<file path="config.mk">
export PLATFORM = sky130hd
export DESIGN_NAME = uart_command_frame_parser_flat
export DESIGN_NICKNAME = d
export VERILOG_FILES = /design/src/sv/ucfp_pkg.sv /design/src/sv/ucfp_if.sv /design/src/sv/ucfp_fifo.sv /design/src/sv/ucfp_front.sv /design/src/sv/ucfp_back.sv /design/src/sv/uart_command_frame_parser.sv /design/src/flat_wrapper.sv
export SDC_FILE = /design/constraint.sdc
export NUM_CORES = 1
export LEC_CHECK = 0
export BUFFER_PORTS_ARGS = -buffer_cell sky130_fd_sc_hd__buf_2
export CORE_MARGIN = 1.5
export CORE_UTILIZATION = 64
export CTS_CLUSTER_SIZE = 40
export DETAILED_ROUTE_END_ITERATION = 6
export PLACE_DENSITY = 0.93
export REMOVE_ABC_BUFFERS = 1
export SETUP_SLACK_MARGIN = 0.4
export SKIP_CTS_REPAIR_TIMING = 1
export SYNTH_ARGS = -nofsm -noshare
export SYNTH_HDL_FRONTEND = slang
export SYNTH_SLANG_ARGS = --single-unit
</file>
<file path="constraint.sdc">
create_clock -name clk_i -period 19.8 [get_ports clk_i]
set_input_delay 3.96 -clock clk_i [delete_from_list [all_inputs] [get_ports clk_i]]
set_output_delay 3.96 -clock clk_i [all_outputs]
set_load 0.005 [all_outputs]
</file>
<file path="src/sv/ucfp_pkg.sv">
// Types, codes and character constants shared by the serial command frame parser.
// No dependencies.
`default_nettype none
package ucfp_pkg;

  localparam int CNT_W         = 7;   // holds a line position up to 127
  localparam int CODE_CHARS    = 4;
  localparam int SCALE_DIGITS  = 8;
  localparam int LENGTH_DIGITS = 4;
  localparam int INDEX_DIGITS  = 5;

  localparam logic [7:0] CH_STAR = 8'h2A;
  localparam logic [7:0] CH_NL   = 8'h0A;
  localparam logic [7:0] CH_A    = 8'h41;
  localparam logic [7:0] CH_B    = 8'h42;
  localparam logic [7:0] CH_F    = 8'h66;
  localparam logic [7:0] CH_U    = 8'h75;
  localparam logic [7:0] CH_S    = 8'h73;
  localparam logic [7:0] CH_C    = 8'h63;
  localparam logic [7:0] CH_D    = 8'h64;
  localparam logic [7:0] CH_L    = 8'h6C;
  localparam logic [7:0] CH_0    = 8'h30;
  localparam logic [7:0] CH_9    = 8'h39;

  localparam logic [1:0] REG_LOG   = 2'd0;
  localparam logic [1:0] REG_WAVE  = 2'd1;
  localparam logic [1:0] REG_AMEND = 2'd2;

  localparam logic [1:0] TYPE_F32  = 2'd0;
  localparam logic [1:0] TYPE_U32  = 2'd1;
  localparam logic [1:0] TYPE_S32  = 2'd2;
  localparam logic [1:0] TYPE_CHAR = 2'd3;

  typedef enum logic [3:0] {
    PH_READY, PH_LOG, PH_WBUF, PH_WTYPE, PH_WMODE, PH_NAME, PH_SCALE,
    PH_LENGTH, PH_DATA, PH_ABUF, PH_AINDEX, PH_AVALUE
  } phase_e;

  typedef enum logic [2:0] {
    EV_TEXT, EV_LINE_END, EV_ERROR, EV_HEADER, EV_WRITE, EV_DONE
  } kind_e;

  typedef enum logic [1:0] {
    JOB_STORE, JOB_LINE, JOB_EVENT
  } job_op_e;

  typedef enum logic [1:0] {
    B_IDLE, B_LINE, B_END, B_DONE
  } back_state_e;

  typedef struct packed {
    logic [2:0]  event_kind;
    logic [7:0]  byte_value;
    logic        buffer_sel;
    logic [1:0]  data_type;
    logic        draw_mode;
    logic [26:0] scale;
    logic [16:0] count_or_index;
    logic [31:0] value_bits;
  } event_t;

  typedef struct packed {
    job_op_e          op;
    logic [7:0]       ch;
    logic [CNT_W-1:0] cnt;       // store position or line length
    logic             add_done;  // a transfer-done event follows the event
    event_t           ev;
  } job_t;

  typedef struct packed {
    logic [31:0] log_code;
    logic [31:0] wave_code;
    logic [31:0] amend_code;
  } codes_t;

  function automatic logic [7:0] code_byte(input logic [31:0] code, input logic [1:0] p);
    logic [7:0] b;
    case (p)
      2'd0:    b = code[31:24];
      2'd1:    b = code[23:16];
      2'd2:    b = code[15:8];
      default: b = code[7:0];
    endcase
    return b;
  endfunction

endpackage
`default_nettype wire

</file>
<file path="src/sv/ucfp_if.sv">
// Channel interfaces of the command frame parser: received bytes, events, register writes.
// No dependencies: the register index width is sized with a literal, not from ucfp_pkg.
`default_nettype none
interface ucfp_rx_if;
  logic       valid;
  logic       ready;
  logic [7:0] rx_byte;
  modport source (output valid, output rx_byte, input ready);
  modport sink   (input valid, input rx_byte, output ready);
endinterface

interface ucfp_evt_if;
  logic        valid;
  logic        ready;
  logic [2:0]  event_kind;
  logic [7:0]  byte_value;
  logic        buffer_sel;
  logic [1:0]  data_type;
  logic        draw_mode;
  logic [26:0] scale;
  logic [16:0] count_or_index;
  logic [31:0] value_bits;
  logic        last;
  modport source (output valid, output event_kind, output byte_value, output buffer_sel,
                  output data_type, output draw_mode, output scale, output count_or_index,
                  output value_bits, output last, input ready);
  modport sink   (input valid, input event_kind, input byte_value, input buffer_sel,
                  input data_type, input draw_mode, input scale, input count_or_index,
                  input value_bits, input last, output ready);
endinterface

interface ucfp_cfg_if;
  logic        valid;
  logic        ready;
  logic [1:0]  reg_index;
  logic [31:0] wdata;
  modport source (output valid, output reg_index, output wdata, input ready);
  modport sink   (input valid, input reg_index, input wdata, output ready);
endinterface
`default_nettype wire

</file>
<file path="src/sv/ucfp_fifo.sv">
// Two-entry job queue between the parser front end and the event back end.
// Depends on ucfp_pkg (job_t).
`default_nettype none
module ucfp_fifo
  import ucfp_pkg::*;
(
  input  wire logic clk_i,
  input  wire logic rst_ni,
  input  wire logic push_valid_i,
  output logic      push_ready_o,
  input  job_t      push_data_i,
  output logic      pop_valid_o,
  input  wire logic pop_ready_i,
  output job_t      pop_data_o
);
  job_t       mem_q [2];
  logic       wr_q, wr_d, rd_q, rd_d;
  logic [1:0] cnt_q, cnt_d;
  logic       push, pop;

  assign push_ready_o = (cnt_q != 2'd2);
  assign pop_valid_o  = (cnt_q != 2'd0);
  assign pop_data_o   = mem_q[rd_q];
  assign push = push_valid_i && push_ready_o;
  assign pop  = pop_valid_o && pop_ready_i;

  always_comb begin
    wr_d  = push ? ~wr_q : wr_q;
    rd_d  = pop ? ~rd_q : rd_q;
    cnt_d = cnt_q + {1'b0, push} - {1'b0, pop};
  end

  always_ff @(posedge clk_i or negedge rst_ni) begin
    if (!rst_ni) begin
      wr_q  <= 1'b0;
      rd_q  <= 1'b0;
      cnt_q <= 2'd0;
    end else begin
      wr_q  <= wr_d;
      rd_q  <= rd_d;
      cnt_q <= cnt_d;
    end
  end

  always_ff @(posedge clk_i) begin
    if (push) begin
      mem_q[wr_q] <= push_data_i;
    end
  end
endmodule
`default_nettype wire

</file>
<file path="src/sv/ucfp_front.sv">
// Front end: classifies each received byte against the parser phase and issues at most one job.
// Depends on ucfp_pkg.
`default_nettype none
module ucfp_front
  import ucfp_pkg::*;
#(
  parameter int LINE_CHARS = 34,
  parameter int NAME_CHARS = 16
) (
  input  wire logic       clk_i,
  input  wire logic       rst_ni,
  input  wire logic       byte_valid_i,
  output logic            byte_ready_o,
  input  wire logic [7:0] rx_byte_i,
  input  codes_t          codes_i,
  output logic            job_valid_o,
  output job_t            job_o,
  input  wire logic       job_ready_i
);
  localparam int PW = ($clog2(LINE_CHARS + 1) > 4) ? $clog2(LINE_CHARS + 1) : 4;
  localparam int NAME_LIM = (NAME_CHARS < LINE_CHARS) ? NAME_CHARS : LINE_CHARS;

  phase_e        phase_q, phase_d, phase_nx;
  logic [PW-1:0] pos_q, pos_d;
  logic [23:0]   code_q, code_d;
  logic [26:0]   scale_q, scale_d;
  logic [13:0]   len_q, len_d;
  logic [13:0]   vals_q, vals_d;
  logic          buf_q, buf_d;
  logic [1:0]    typ_q, typ_d;
  logic          mode_q, mode_d;
  logic [31:0]   word_q, word_d;

  logic          accept, fail, clr;
  logic [7:0]    c, digit;
  logic          is_digit;
  logic [1:0]    pos2;
  logic [31:0]   word_n, full_code;
  logic [13:0]   vals_n;

  assign byte_ready_o = job_ready_i;
  assign accept = byte_valid_i && job_ready_i;
  assign c = rx_byte_i;
  assign digit = c - CH_0;
  assign is_digit = c inside {[CH_0:CH_9]};
  assign pos2 = pos_q[1:0];

  always_comb begin
    phase_d = accept ? phase_nx : phase_q;
  end

  always_comb begin
    phase_nx    = phase_q;
    pos_d       = pos_q;
    code_d      = code_q;
    scale_d     = scale_q;
    len_d       = len_q;
    vals_d      = vals_q;
    buf_d       = buf_q;
    typ_d       = typ_q;
    mode_d      = mode_q;
    word_d      = word_q;
    fail        = 1'b0;
    clr         = 1'b0;
    job_valid_o = 1'b0;
    job_o       = '0;
    word_n      = word_q | (32'(c) << {pos2, 3'b000});
    vals_n      = vals_q;
    full_code   = {code_q, c};
    if (accept && !(phase_q != PH_DATA && phase_q != PH_AVALUE && c == 8'h00)) begin
      if (phase_q != PH_DATA && c == CH_STAR) begin
        fail = 1'b1;
      end else begin
        case (phase_q)
          PH_LOG, PH_NAME: begin
            if (c == CH_NL) begin
              job_valid_o = 1'b1;
              job_o.op    = JOB_LINE;
              job_o.cnt   = CNT_W'(pos_q);
              if (phase_q == PH_LOG) begin
                clr      = 1'b1;
                phase_nx = PH_READY;
              end else begin
                pos_d    = '0;
                phase_nx = PH_SCALE;
              end
            end else if ((phase_q == PH_LOG && pos_q < PW'(LINE_CHARS)) ||
                         (phase_q == PH_NAME && pos_q < PW'(NAME_LIM))) begin
              job_valid_o = 1'b1;
              job_o.op    = JOB_STORE;
              job_o.ch    = c;
              job_o.cnt   = CNT_W'(pos_q);
              pos_d       = pos_q + 1'b1;
            end else begin
              fail = 1'b1;
            end
          end
          PH_WBUF, PH_ABUF: begin
            if (c == CH_A || c == CH_B) begin
              buf_d    = (c == CH_B);
              phase_nx = (phase_q == PH_WBUF) ? PH_WTYPE : PH_AINDEX;
            end else begin
              fail = 1'b1;
            end
          end
          PH_WTYPE: begin
            phase_nx = PH_WMODE;
            if (c == CH_F) typ_d = TYPE_F32;
            else if (c == CH_U) typ_d = TYPE_U32;
            else if (c == CH_S) typ_d = TYPE_S32;
            else if (c == CH_C) typ_d = TYPE_CHAR;
            else fail = 1'b1;
          end
          PH_WMODE: begin
            if (c == CH_D || c == CH_L) begin
              mode_d   = (c == CH_L);
              phase_nx = PH_NAME;
            end else begin
              fail = 1'b1;
            end
          end
          PH_SCALE, PH_AINDEX: begin
            if (c == CH_NL) begin
              pos_d    = '0;
              word_d   = '0;
              phase_nx = (phase_q == PH_SCALE) ? PH_LENGTH : PH_AVALUE;
            end else if (!is_digit || pos_q >= PW'((phase_q == PH_SCALE) ? SCALE_DIGITS
                                                                         : INDEX_DIGITS)) begin
              fail = 1'b1;
            end else begin
              scale_d = (scale_q << 3) + (scale_q << 1) + 27'(digit);
              pos_d   = pos_q + 1'b1;
            end
          end
          PH_LENGTH: begin
            if (c == CH_NL) begin
              pos_d       = '0;
              word_d      = '0;
              phase_nx    = PH_DATA;
              job_valid_o = 1'b1;
              job_o.op    = JOB_EVENT;
              job_o.ev.event_kind     = EV_HEADER;
              job_o.ev.buffer_sel     = buf_q;
              job_o.ev.data_type      = typ_q;
              job_o.ev.draw_mode      = mode_q;
              job_o.ev.scale          = scale_q;
              job_o.ev.count_or_index = 17'(len_q);
            end else if (!is_digit || pos_q >= PW'(LENGTH_DIGITS)) begin
              fail = 1'b1;
            end else begin
              len_d = (len_q << 3) + (len_q << 1) + 14'(digit);
              pos_d = pos_q + 1'b1;
            end
          end
          PH_DATA: begin
            job_o.ev.event_kind     = EV_WRITE;
            job_o.ev.buffer_sel     = buf_q;
            job_o.ev.data_type      = typ_q;
            job_o.ev.draw_mode      = mode_q;
            job_o.ev.count_or_index = 17'(vals_q);
            job_o.op                = JOB_EVENT;
            if (typ_q == TYPE_CHAR) begin
              job_valid_o         = 1'b1;
              job_o.ev.value_bits = {24'h000000, c};
              vals_n              = vals_q + 14'd1;
            end else if (pos2 == 2'd3) begin
              job_valid_o         = 1'b1;
              job_o.ev.value_bits = word_n;
              vals_n              = vals_q + 14'd1;
              pos_d               = '0;
              word_d              = '0;
            end else begin
              word_d = word_n;
              pos_d  = PW'(pos2) + 1'b1;
            end
            vals_d = vals_n;
            if (vals_n >= len_q) begin
              clr      = 1'b1;
              phase_nx = PH_READY;
              if (job_valid_o) begin
                job_o.add_done = 1'b1;
              end else begin
                // no write this byte: a lone done event
                job_valid_o = 1'b1;
                job_o.ev    = '0;
                job_o.ev.event_kind = EV_DONE;
              end
            end
          end
          PH_AVALUE: begin
            if (pos2 == 2'd3) begin
              job_valid_o             = 1'b1;
              job_o.op                = JOB_EVENT;
              job_o.ev.event_kind     = EV_WRITE;
              job_o.ev.buffer_sel     = buf_q;
              job_o.ev.data_type      = typ_q;
              job_o.ev.draw_mode      = mode_q;
              job_o.ev.count_or_index = scale_q[16:0];
              job_o.ev.value_bits     = word_n;
              clr                     = 1'b1;
              phase_nx                = PH_READY;
            end else begin
              word_d = word_n;
              pos_d  = PW'(pos2) + 1'b1;
            end
          end
          default: begin
            // ready phase: match one code character per byte
            phase_nx = PH_READY;
            if (pos_q >= PW'(CODE_CHARS)) begin
              fail = 1'b1;
            end else if (c != code_byte(codes_i.log_code, pos2) &&
                         c != code_byte(codes_i.wave_code, pos2) &&
                         c != code_byte(codes_i.amend_code, pos2)) begin
              fail = 1'b1;
            end else if (pos2 != 2'd3) begin
              code_d = {code_q[15:0], c};
              pos_d  = pos_q + 1'b1;
            end else if (full_code == codes_i.log_code) begin
              clr      = 1'b1;
              phase_nx = PH_LOG;
            end else if (full_code == codes_i.wave_code) begin
              clr      = 1'b1;
              phase_nx = PH_WBUF;
            end else if (full_code == codes_i.amend_code) begin
              clr      = 1'b1;
              phase_nx = PH_ABUF;
            end else begin
              fail = 1'b1;
            end
          end
        endcase
      end
    end
    if (fail) begin
      clr         = 1'b1;
      phase_nx    = PH_READY;
      job_valid_o = 1'b1;
      job_o       = '0;
      job_o.op    = JOB_EVENT;
      job_o.ev.event_kind = EV_ERROR;
      job_o.ev.byte_value = c;
    end
    if (clr) begin
      pos_d   = '0;
      scale_d = '0;
      len_d   = '0;
      vals_d  = '0;
      word_d  = '0;
    end
  end

  always_ff @(posedge clk_i or negedge rst_ni) begin
    if (!rst_ni) begin
      phase_q <= PH_READY;
      pos_q   <= '0;
      code_q  <= '0;
      scale_q <= '0;
      len_q   <= '0;
      vals_q  <= '0;
      buf_q   <= 1'b0;
      typ_q   <= '0;
      mode_q  <= 1'b0;
      word_q  <= '0;
    end else begin
      phase_q <= phase_d;
      pos_q   <= pos_d;
      code_q  <= code_d;
      scale_q <= scale_d;
      len_q   <= len_d;
      vals_q  <= vals_d;
      buf_q   <= buf_d;
      typ_q   <= typ_d;
      mode_q  <= mode_d;
      word_q  <= word_d;
    end
  end
endmodule
`default_nettype wire

</file>
<file path="src/sv/ucfp_back.sv">
// Back end: owns the line store, runs jobs from the queue and drives the event output register.
// Depends on ucfp_pkg.
`default_nettype none
module ucfp_back
  import ucfp_pkg::*;
#(
  parameter int LINE_CHARS = 34
) (
  input  wire logic clk_i,
  input  wire logic rst_ni,
  input  wire logic job_valid_i,
  input  job_t      job_i,
  output logic      job_pop_o,
  output logic      evt_valid_o,
  output event_t    evt_o,
  output logic      evt_last_o,
  input  wire logic evt_ready_i
);
  localparam int AW = (LINE_CHARS > 1) ? $clog2(LINE_CHARS) : 1;
  localparam int CW = $clog2(LINE_CHARS + 1);

  back_state_e   state_q, state_d;
  logic [CW-1:0] idx_q, idx_d, n_q, n_d;
  logic [7:0]    line_mem [LINE_CHARS];
  logic [7:0]    rd_q;
  logic [AW-1:0] rd_addr;
  logic          wr_en;
  logic          out_valid_q, out_valid_d, last_q, last_d, load;
  event_t        out_q, out_d;
  logic          slot_free;

  assign slot_free   = !out_valid_q || evt_ready_i;
  assign evt_valid_o = out_valid_q;
  assign evt_o       = out_q;
  assign evt_last_o  = last_q;

  // next state
  always_comb begin
    state_d = state_q;
    case (state_q)
      B_IDLE: begin
        if (job_valid_i) begin
          if (job_i.op == JOB_LINE) begin
            state_d = (job_i.cnt == '0) ? B_END : B_LINE;
          end else if (job_i.op == JOB_EVENT && slot_free && job_i.add_done) begin
            state_d = B_DONE;
          end
        end
      end
      B_LINE: if (slot_free && (idx_q + 1'b1) == n_q) state_d = B_END;
      B_END, B_DONE: if (slot_free) state_d = B_IDLE;
      default: state_d = B_IDLE;
    endcase
  end

  // outputs and datapath
  always_comb begin
    job_pop_o = 1'b0;
    wr_en     = 1'b0;
    load      = 1'b0;
    out_d     = out_q;
    last_d    = last_q;
    idx_d     = idx_q;
    n_d       = n_q;
    case (state_q)
      B_IDLE: begin
        if (job_valid_i) begin
          case (job_i.op)
            JOB_STORE: begin
              job_pop_o = 1'b1;
              wr_en     = 1'b1;
            end
            JOB_LINE: begin
              job_pop_o = 1'b1;
              idx_d     = '0;
              n_d       = CW'(job_i.cnt);
            end
            JOB_EVENT: begin
              if (slot_free) begin
                job_pop_o = 1'b1;
                load      = 1'b1;
                out_d     = job_i.ev;
                last_d    = !job_i.add_done;
              end
            end
            default: job_pop_o = 1'b1;
          endcase
        end
      end
      B_LINE: begin
        if (slot_free) begin
          load             = 1'b1;
          out_d            = '0;
          out_d.event_kind = EV_TEXT;
          out_d.byte_value = rd_q;
          last_d           = 1'b0;
          idx_d            = idx_q + 1'b1;
        end
      end
      B_END: begin
        if (slot_free) begin
          load             = 1'b1;
          out_d            = '0;
          out_d.event_kind = EV_LINE_END;
          last_d           = 1'b1;
        end
      end
      B_DONE: begin
        if (slot_free) begin
          load             = 1'b1;
          out_d            = '0;
          out_d.event_kind = EV_DONE;
          last_d           = 1'b1;
        end
      end
      default: ;
    endcase
    out_valid_d = load ? 1'b1 : (evt_ready_i ? 1'b0 : out_valid_q);
  end

  // read port prefetches the next character so a line streams one per cycle while the output is not stalled
  assign rd_addr = (idx_d < CW'(LINE_CHARS)) ? idx_d[AW-1:0] : '0;

  always_ff @(posedge clk_i) begin
    if (wr_en) begin
      line_mem[job_i.cnt[AW-1:0]] <= job_i.ch;
    end
    rd_q <= line_mem[rd_addr];
  end

  always_ff @(posedge clk_i or negedge rst_ni) begin
    if (!rst_ni) begin
      state_q     <= B_IDLE;
      idx_q       <= '0;
      n_q         <= '0;
      out_valid_q <= 1'b0;
    end else begin
      state_q     <= state_d;
      idx_q       <= idx_d;
      n_q         <= n_d;
      out_valid_q <= out_valid_d;
    end
  end

  always_ff @(posedge clk_i) begin
    out_q  <= out_d;
    last_q <= last_d;
  end
endmodule
`default_nettype wire

</file>
<file path="src/sv/uart_command_frame_parser.sv">
// Serial command frame parser: one received byte per transfer in, a stream of events out.
// The front end takes a byte whenever its two-entry job queue has room and issues at most
// one job. The back end runs each job as it comes off the queue; a write that ends a
// transfer is followed by a done event, and a text line streams from the line store's
// single read port at one character per cycle while the event output is not stalled,
// then a line end event. Registers hold the three command codes and are written through
// the cfg channel, always ready.
// Depends on ucfp_pkg, ucfp_if, ucfp_fifo, ucfp_front, ucfp_back.
`default_nettype none
module uart_command_frame_parser
  import ucfp_pkg::*;
#(
  parameter int LINE_CHARS = 34,
  parameter int NAME_CHARS = 16
) (
  input  wire logic   clk_i,
  input  wire logic   rst_ni,
  ucfp_rx_if.sink     rx,
  ucfp_cfg_if.sink    cfg,
  ucfp_evt_if.source  evt
);
  codes_t codes_q;
  logic   f_valid, f_ready, b_valid, b_pop, last;
  job_t   f_job, b_job;
  event_t ev;

  assign cfg.ready = 1'b1;

  always_ff @(posedge clk_i or negedge rst_ni) begin
    if (!rst_ni) begin
      codes_q <= '0;
    end else if (cfg.valid) begin
      case (cfg.reg_index)
        REG_LOG:   codes_q.log_code   <= cfg.wdata;
        REG_WAVE:  codes_q.wave_code  <= cfg.wdata;
        REG_AMEND: codes_q.amend_code <= cfg.wdata;
        default: ;
      endcase
    end
  end

  ucfp_front #(.LINE_CHARS(LINE_CHARS), .NAME_CHARS(NAME_CHARS)) u_front (
    .clk_i, .rst_ni,
    .byte_valid_i (rx.valid),
    .byte_ready_o (rx.ready),
    .rx_byte_i    (rx.rx_byte),
    .codes_i      (codes_q),
    .job_valid_o  (f_valid),
    .job_o        (f_job),
    .job_ready_i  (f_ready)
  );

  ucfp_fifo u_fifo (
    .clk_i, .rst_ni,
    .push_valid_i (f_valid),
    .push_ready_o (f_ready),
    .push_data_i  (f_job),
    .pop_valid_o  (b_valid),
    .pop_ready_i  (b_pop),
    .pop_data_o   (b_job)
  );

  ucfp_back #(.LINE_CHARS(LINE_CHARS)) u_back (
    .clk_i, .rst_ni,
    .job_valid_i (b_valid),
    .job_i       (b_job),
    .job_pop_o   (b_pop),
    .evt_valid_o (evt.valid),
    .evt_o       (ev),
    .evt_last_o  (last),
    .evt_ready_i (evt.ready)
  );

  assign evt.event_kind     = ev.event_kind;
  assign evt.byte_value     = ev.byte_value;
  assign evt.buffer_sel     = ev.buffer_sel;
  assign evt.data_type      = ev.data_type;
  assign evt.draw_mode      = ev.draw_mode;
  assign evt.scale          = ev.scale;
  assign evt.count_or_index = ev.count_or_index;
  assign evt.value_bits     = ev.value_bits;
  assign evt.last           = last;
endmodule
`default_nettype wire

</file>
<file path="src/flat_wrapper.sv">
// flat-port wrapper written by rule: the top's interface ports become plain ports
module uart_command_frame_parser_flat import ucfp_pkg::*;
#(
  parameter int LINE_CHARS = 34,
  parameter int NAME_CHARS = 16
)
  (clk_i, rst_ni, rx_valid, rx_rx_byte, rx_ready, cfg_valid, cfg_reg_index, cfg_wdata, cfg_ready, evt_valid, evt_event_kind, evt_byte_value, evt_buffer_sel, evt_data_type, evt_draw_mode, evt_scale, evt_count_or_index, evt_value_bits, evt_last, evt_ready);
  ucfp_rx_if rx_i ();
  ucfp_cfg_if cfg_i ();
  ucfp_evt_if evt_i ();
  input  wire logic clk_i;
  input  wire logic rst_ni;
  input wire logic [$bits(rx_i.valid)-1:0] rx_valid;
  input wire logic [$bits(rx_i.rx_byte)-1:0] rx_rx_byte;
  output wire logic [$bits(rx_i.ready)-1:0] rx_ready;
  input wire logic [$bits(cfg_i.valid)-1:0] cfg_valid;
  input wire logic [$bits(cfg_i.reg_index)-1:0] cfg_reg_index;
  input wire logic [$bits(cfg_i.wdata)-1:0] cfg_wdata;
  output wire logic [$bits(cfg_i.ready)-1:0] cfg_ready;
  output wire logic [$bits(evt_i.valid)-1:0] evt_valid;
  output wire logic [$bits(evt_i.event_kind)-1:0] evt_event_kind;
  output wire logic [$bits(evt_i.byte_value)-1:0] evt_byte_value;
  output wire logic [$bits(evt_i.buffer_sel)-1:0] evt_buffer_sel;
  output wire logic [$bits(evt_i.data_type)-1:0] evt_data_type;
  output wire logic [$bits(evt_i.draw_mode)-1:0] evt_draw_mode;
  output wire logic [$bits(evt_i.scale)-1:0] evt_scale;
  output wire logic [$bits(evt_i.count_or_index)-1:0] evt_count_or_index;
  output wire logic [$bits(evt_i.value_bits)-1:0] evt_value_bits;
  output wire logic [$bits(evt_i.last)-1:0] evt_last;
  input wire logic [$bits(evt_i.ready)-1:0] evt_ready;
  assign rx_i.valid = rx_valid;
  assign rx_i.rx_byte = rx_rx_byte;
  assign rx_ready = rx_i.ready;
  assign cfg_i.valid = cfg_valid;
  assign cfg_i.reg_index = cfg_reg_index;
  assign cfg_i.wdata = cfg_wdata;
  assign cfg_ready = cfg_i.ready;
  assign evt_valid = evt_i.valid;
  assign evt_event_kind = evt_i.event_kind;
  assign evt_byte_value = evt_i.byte_value;
  assign evt_buffer_sel = evt_i.buffer_sel;
  assign evt_data_type = evt_i.data_type;
  assign evt_draw_mode = evt_i.draw_mode;
  assign evt_scale = evt_i.scale;
  assign evt_count_or_index = evt_i.count_or_index;
  assign evt_value_bits = evt_i.value_bits;
  assign evt_last = evt_i.last;
  assign evt_i.ready = evt_ready;
  uart_command_frame_parser #(.LINE_CHARS(LINE_CHARS), .NAME_CHARS(NAME_CHARS)) u_core (.clk_i(clk_i), .rst_ni(rst_ni), .rx(rx_i), .cfg(cfg_i), .evt(evt_i));
endmodule
</file>
==> summary.txt <==
Critical path
  – Critical path class: input port to flop
  – Capturing point of the worst reg2reg path: u_core.u_fifo.mem_q[0][8]
  – FF-to-FF path depth: 13
  – Slowest CP cell: buf_4
  – CP max stage delay: 0.93 ns
  – Family with the most delay on the worst path: simple AND/OR/NAND/NOR gates
  – Setup slack, reg-to-reg: 13.08 ns
  – Crit end category: flop
  – Max FO, Critical Path: 74
  – Setup crit start kind: input port
  – CP cell instances: buf_2, inv_1, ha_1, and3b_1, o21ai_0, a21boi_0, o211ai_1, a21oi_1, and2_1, a21oi_2, and2_0, a31o_2, nor2b_4, buf_4
  – Buf+Inv Stages, Crit Path: 3
  – Worst endpoint data arrival time: 9.22 ns
  – R2r startpoint: u_core.u_front.pos_q[0]
  – Critical path data required time: between 20 and 25 ns

Logic synthesis
  – Area contributors post-synth: edfxtp_1, dfrtp_1, mux2_2, mux2i_1, nor2_1
  – Biggest area consumer among synthesized cells: edfxtp_1
  – Post-synth top area share: 45.55%
  – Post-synth top flop: edfxtp_1
  – Post-synth EDFFs: 580
  – Synth cell types: 90
  – Synthesized flop and latch total: between 800 and 900
  – Syn_area_per_cell: 12.44 sq um
  – Sequential area share after synthesis: 61.68%
  – Mapped Cells: 3,073
  – Yosys Warn Count: 0
  – Synthesized area: roughly 0.038 sq mm
  – Fraction of registers with async set/reset: about 29%

Global route
  – Grt met2 use: between 50% and 60%
  – Met1 GRT Util: between 40% and 50%
  – Global-route wire length before repair: 150,500 um
  – Initial antenna violation count: 0
  – GRT Util Overall: 32.05%
  – Met3 GRT Util: 5.980%
  – Final global-route overflow total: 0
  – Largest net degree at the start of global routing: 115
  – Vias in the first global route: 26,380
  – GR peak layer: met2

Die
  – Die span in x: 247.4 um
  – Core area: 0.05902 sq mm
  – Die height: 247.4 um
  – Ports: 142
  – Row cnt: 89
  – Die area: 0.06122 sq mm
  – Starting Density: 64.78%

Timing
  – Clk_skew: between 0.02 and 0.03 ns
  – Slew @ Worst Pin: 1.315 ns
  – Setup_tns: 0 ns
  – Final worst path period need: 8.987 ns
  – Final Max Tran Viols: 0
  – RSZ-0062 raised after global routing: false
  – Final worst-path cycle share: 45.39%
  – Slew Limit Headroom: 12.35%
  – Fin. Hold Viols: 0
  – Fmax: 111.3 MHz
  – Final setup fails: 0

Status
  – Failing checks: design-rule violations
  – Outcome: finished, violations left

Power
  – Flop pwr share: 42.4%
  – Combinational Power Share: 31.2%
  – Sw power: 2.090 mW
  – Clk pwr share: 26.5%
  – Max VDD drop: roughly 130 uV
  – Pwr Density: 138.7 mW/mm^2
  – Leak: about 17 nW
  – Design Power: 5.849 mW
  – Switching part of the total: 35.73%
  – Pint: 3.759 mW

Final layout
  – Leading cell types in the layout, fill and taps excluded: edfxtp_1, nor2_1, nand2_1
  – Multi-input logic area: about 0.014 sq mm
  – Reg area: 0.02359 sq mm
  – Area Growth Syn to Fin: 10.29%
  – Fin nets: 3,312
  – Final Util: 71.45%
  – Post-route cell area: 0.04217 sq mm
  – Fillcell total: 3,590
  – Layout cells sized above 1: 14.55%
  – ANT cells: 0
  – Commonest non-fill, non-tap cell in the layout: edfxtp_1

Detailed routing
  – DRT antenna net count: 0
  – DRC violations left: 4
  – Vias: 26,800
  – DRT iter0 DRCs: 3,732
  – WL final: 98,290 um
  – Number of vias per cell: 6.693
  – WL/cell: 24.55 um
  – First-pass DRT Iterations: 7

Hold path
  – Worst hold path startpoint: u_core.u_front.word_q[24]
  – Hold endpoint: u_core.u_front.word_q[24]
  – Hold Path Class: flop to flop
  – WHS Path Cells: 2

Clock network
  – CTS tree: built
  – CTS Buffer Depth: 3
  – CTS buffer count: between 80 and 90
  – Worst skew pair latency: ~0.64 ns
  – H-tree depth: 3
  – Root Buffer: clkbuf_16
  – Clock Sink Count: 828
  – Worst-path clk slew: 0.07 ns

Placement
  – DPL Wire Length: ~61,000 um
  – Routability Congestion: 0.9488
  – Post-DP Area: roughly 0.040 sq mm
  – I/O Buffers: 140

Job
  – MaxCap Viol Count: 0
-- sequential cells by signal, summed over array words and instances (netlist names), 4 cells and up --
name / cells
u_core.u_back.line_mem: 272
u_core.u_fifo.mem_q: 216
u_core.codes_q: 96
u_core.u_back.evt_o: 91
u_core.u_front.word_q: 32
u_core.u_front.scale_q: 27
u_core.u_front.code_q: 24
u_core.u_front.len_q: 14
u_core.u_front.vals_q: 14
u_core.u_back.rd_q: 8
u_core.u_back.idx_q: 6
u_core.u_back.n_q: 6
u_core.u_front.pos_q: 6
u_core.u_front.phase_q: 4
-- worst max path at each step --
stage | startpoint | endpoint | depth (start not counted)
final | rx_rx_byte[4] | u_core.u_fifo.mem_q[0][8] | 14
after global routing | rx_rx_byte[4] | u_core.u_fifo.mem_q[0][8] | 14
after CTS | rx_rx_byte[4] | u_core.u_fifo.mem_q[0][8] | 14
after detailed placement | rx_rx_byte[4] | u_core.u_fifo.mem_q[0][16] | 14
after global placement | rx_rx_byte[4] | u_core.u_fifo.mem_q[0][21] | 14
after floorplan | rx_rx_byte[4] | u_core.u_fifo.mem_q[0][0] | 12
-- synth_stat cells, types with 88 or more instances --
library cell and instances:
xnor2_1 95, inv_1 90, edfxtp_1 580, nor2_1 308, dfrtp_1 240, nand2_1 261
mux2i_1 127, o21ai_0 92, mux2_2 133, a21oi_1 192, ha_1 90, xor2_1 88
-- through the flow --
stage / worst slack [ns] / hold WS [ns] / instances
finish: 10.81 / 0.5030 / 4004
global route: 10.45 / 0.5302 / 4004
CTS: 10.92 / 0.5002 / 4004
detailed placement: 10.29 / 0.4845 / 3853
global placement: 10.43 / 0.4754 / 3853
floorplan: 8.403 / 0.4418 / 2911
-- worst register-to-register path, cell delays in order, from the launching register on --
cell	delay, ns
dfrtp_1	0.52
clkinv_1	0.31
ha_1	0.66
a222oi_1	0.69
a21oi_1	0.19
xnor2_1	0.16
nand4_1	0.12
nor2_1	0.08
or3_1	0.38
a21oi_2	0.63
and2_0	0.46
a31o_2	0.22
nor2b_4	0.89
buf_4	0.94
-- final cells by class --
class | instances | share of cell area, %
Clock buffer | 107 | 5.278
Clock inverter | 44 | 1.024
Multi-Input combinational cell | 1990 | 32.44
Tap cell | 773 | 2.293
Sequential cell | 828 | 55.93
Timing Repair Buffer | 169 | 2.202
Inverter | 93 | 0.8278
-- layer usage --
metal	part of all wire [%]	up-vias
met1	36	13000
met3	9.9	413
li1	-	11500
met4	5.3	0
met5	0	-
met2	49	1881
-- cell families after synthesis --
family          Yosys count  share of synthesized area [%]
compound gates          594                          10.39
xor+xnor                183                          4.192
fa+ha+maj               102                          3.573
buf+inv                 255                          2.742
flops                   828                          61.68
mux                     260                          7.242
other cells               1                       0.009808
simple gates            850                          10.18
-- power by group through the flow --
stage / sequential, mW / combinational, mW / clock [mW]
6_report: 2.48 / 1.82 / 1.55
5_1_grt: 2.50 / 1.93 / 1.62
4_1_cts: 2.47 / 1.79 / 1.55
3_5_place_dp: 2.50 / 1.75 / 0
3_3_place_gp: 2.48 / 1.67 / 0
2_1_floorplan: 2.51 / 1.11 / 0
Power figures use the tool's default switching activity.
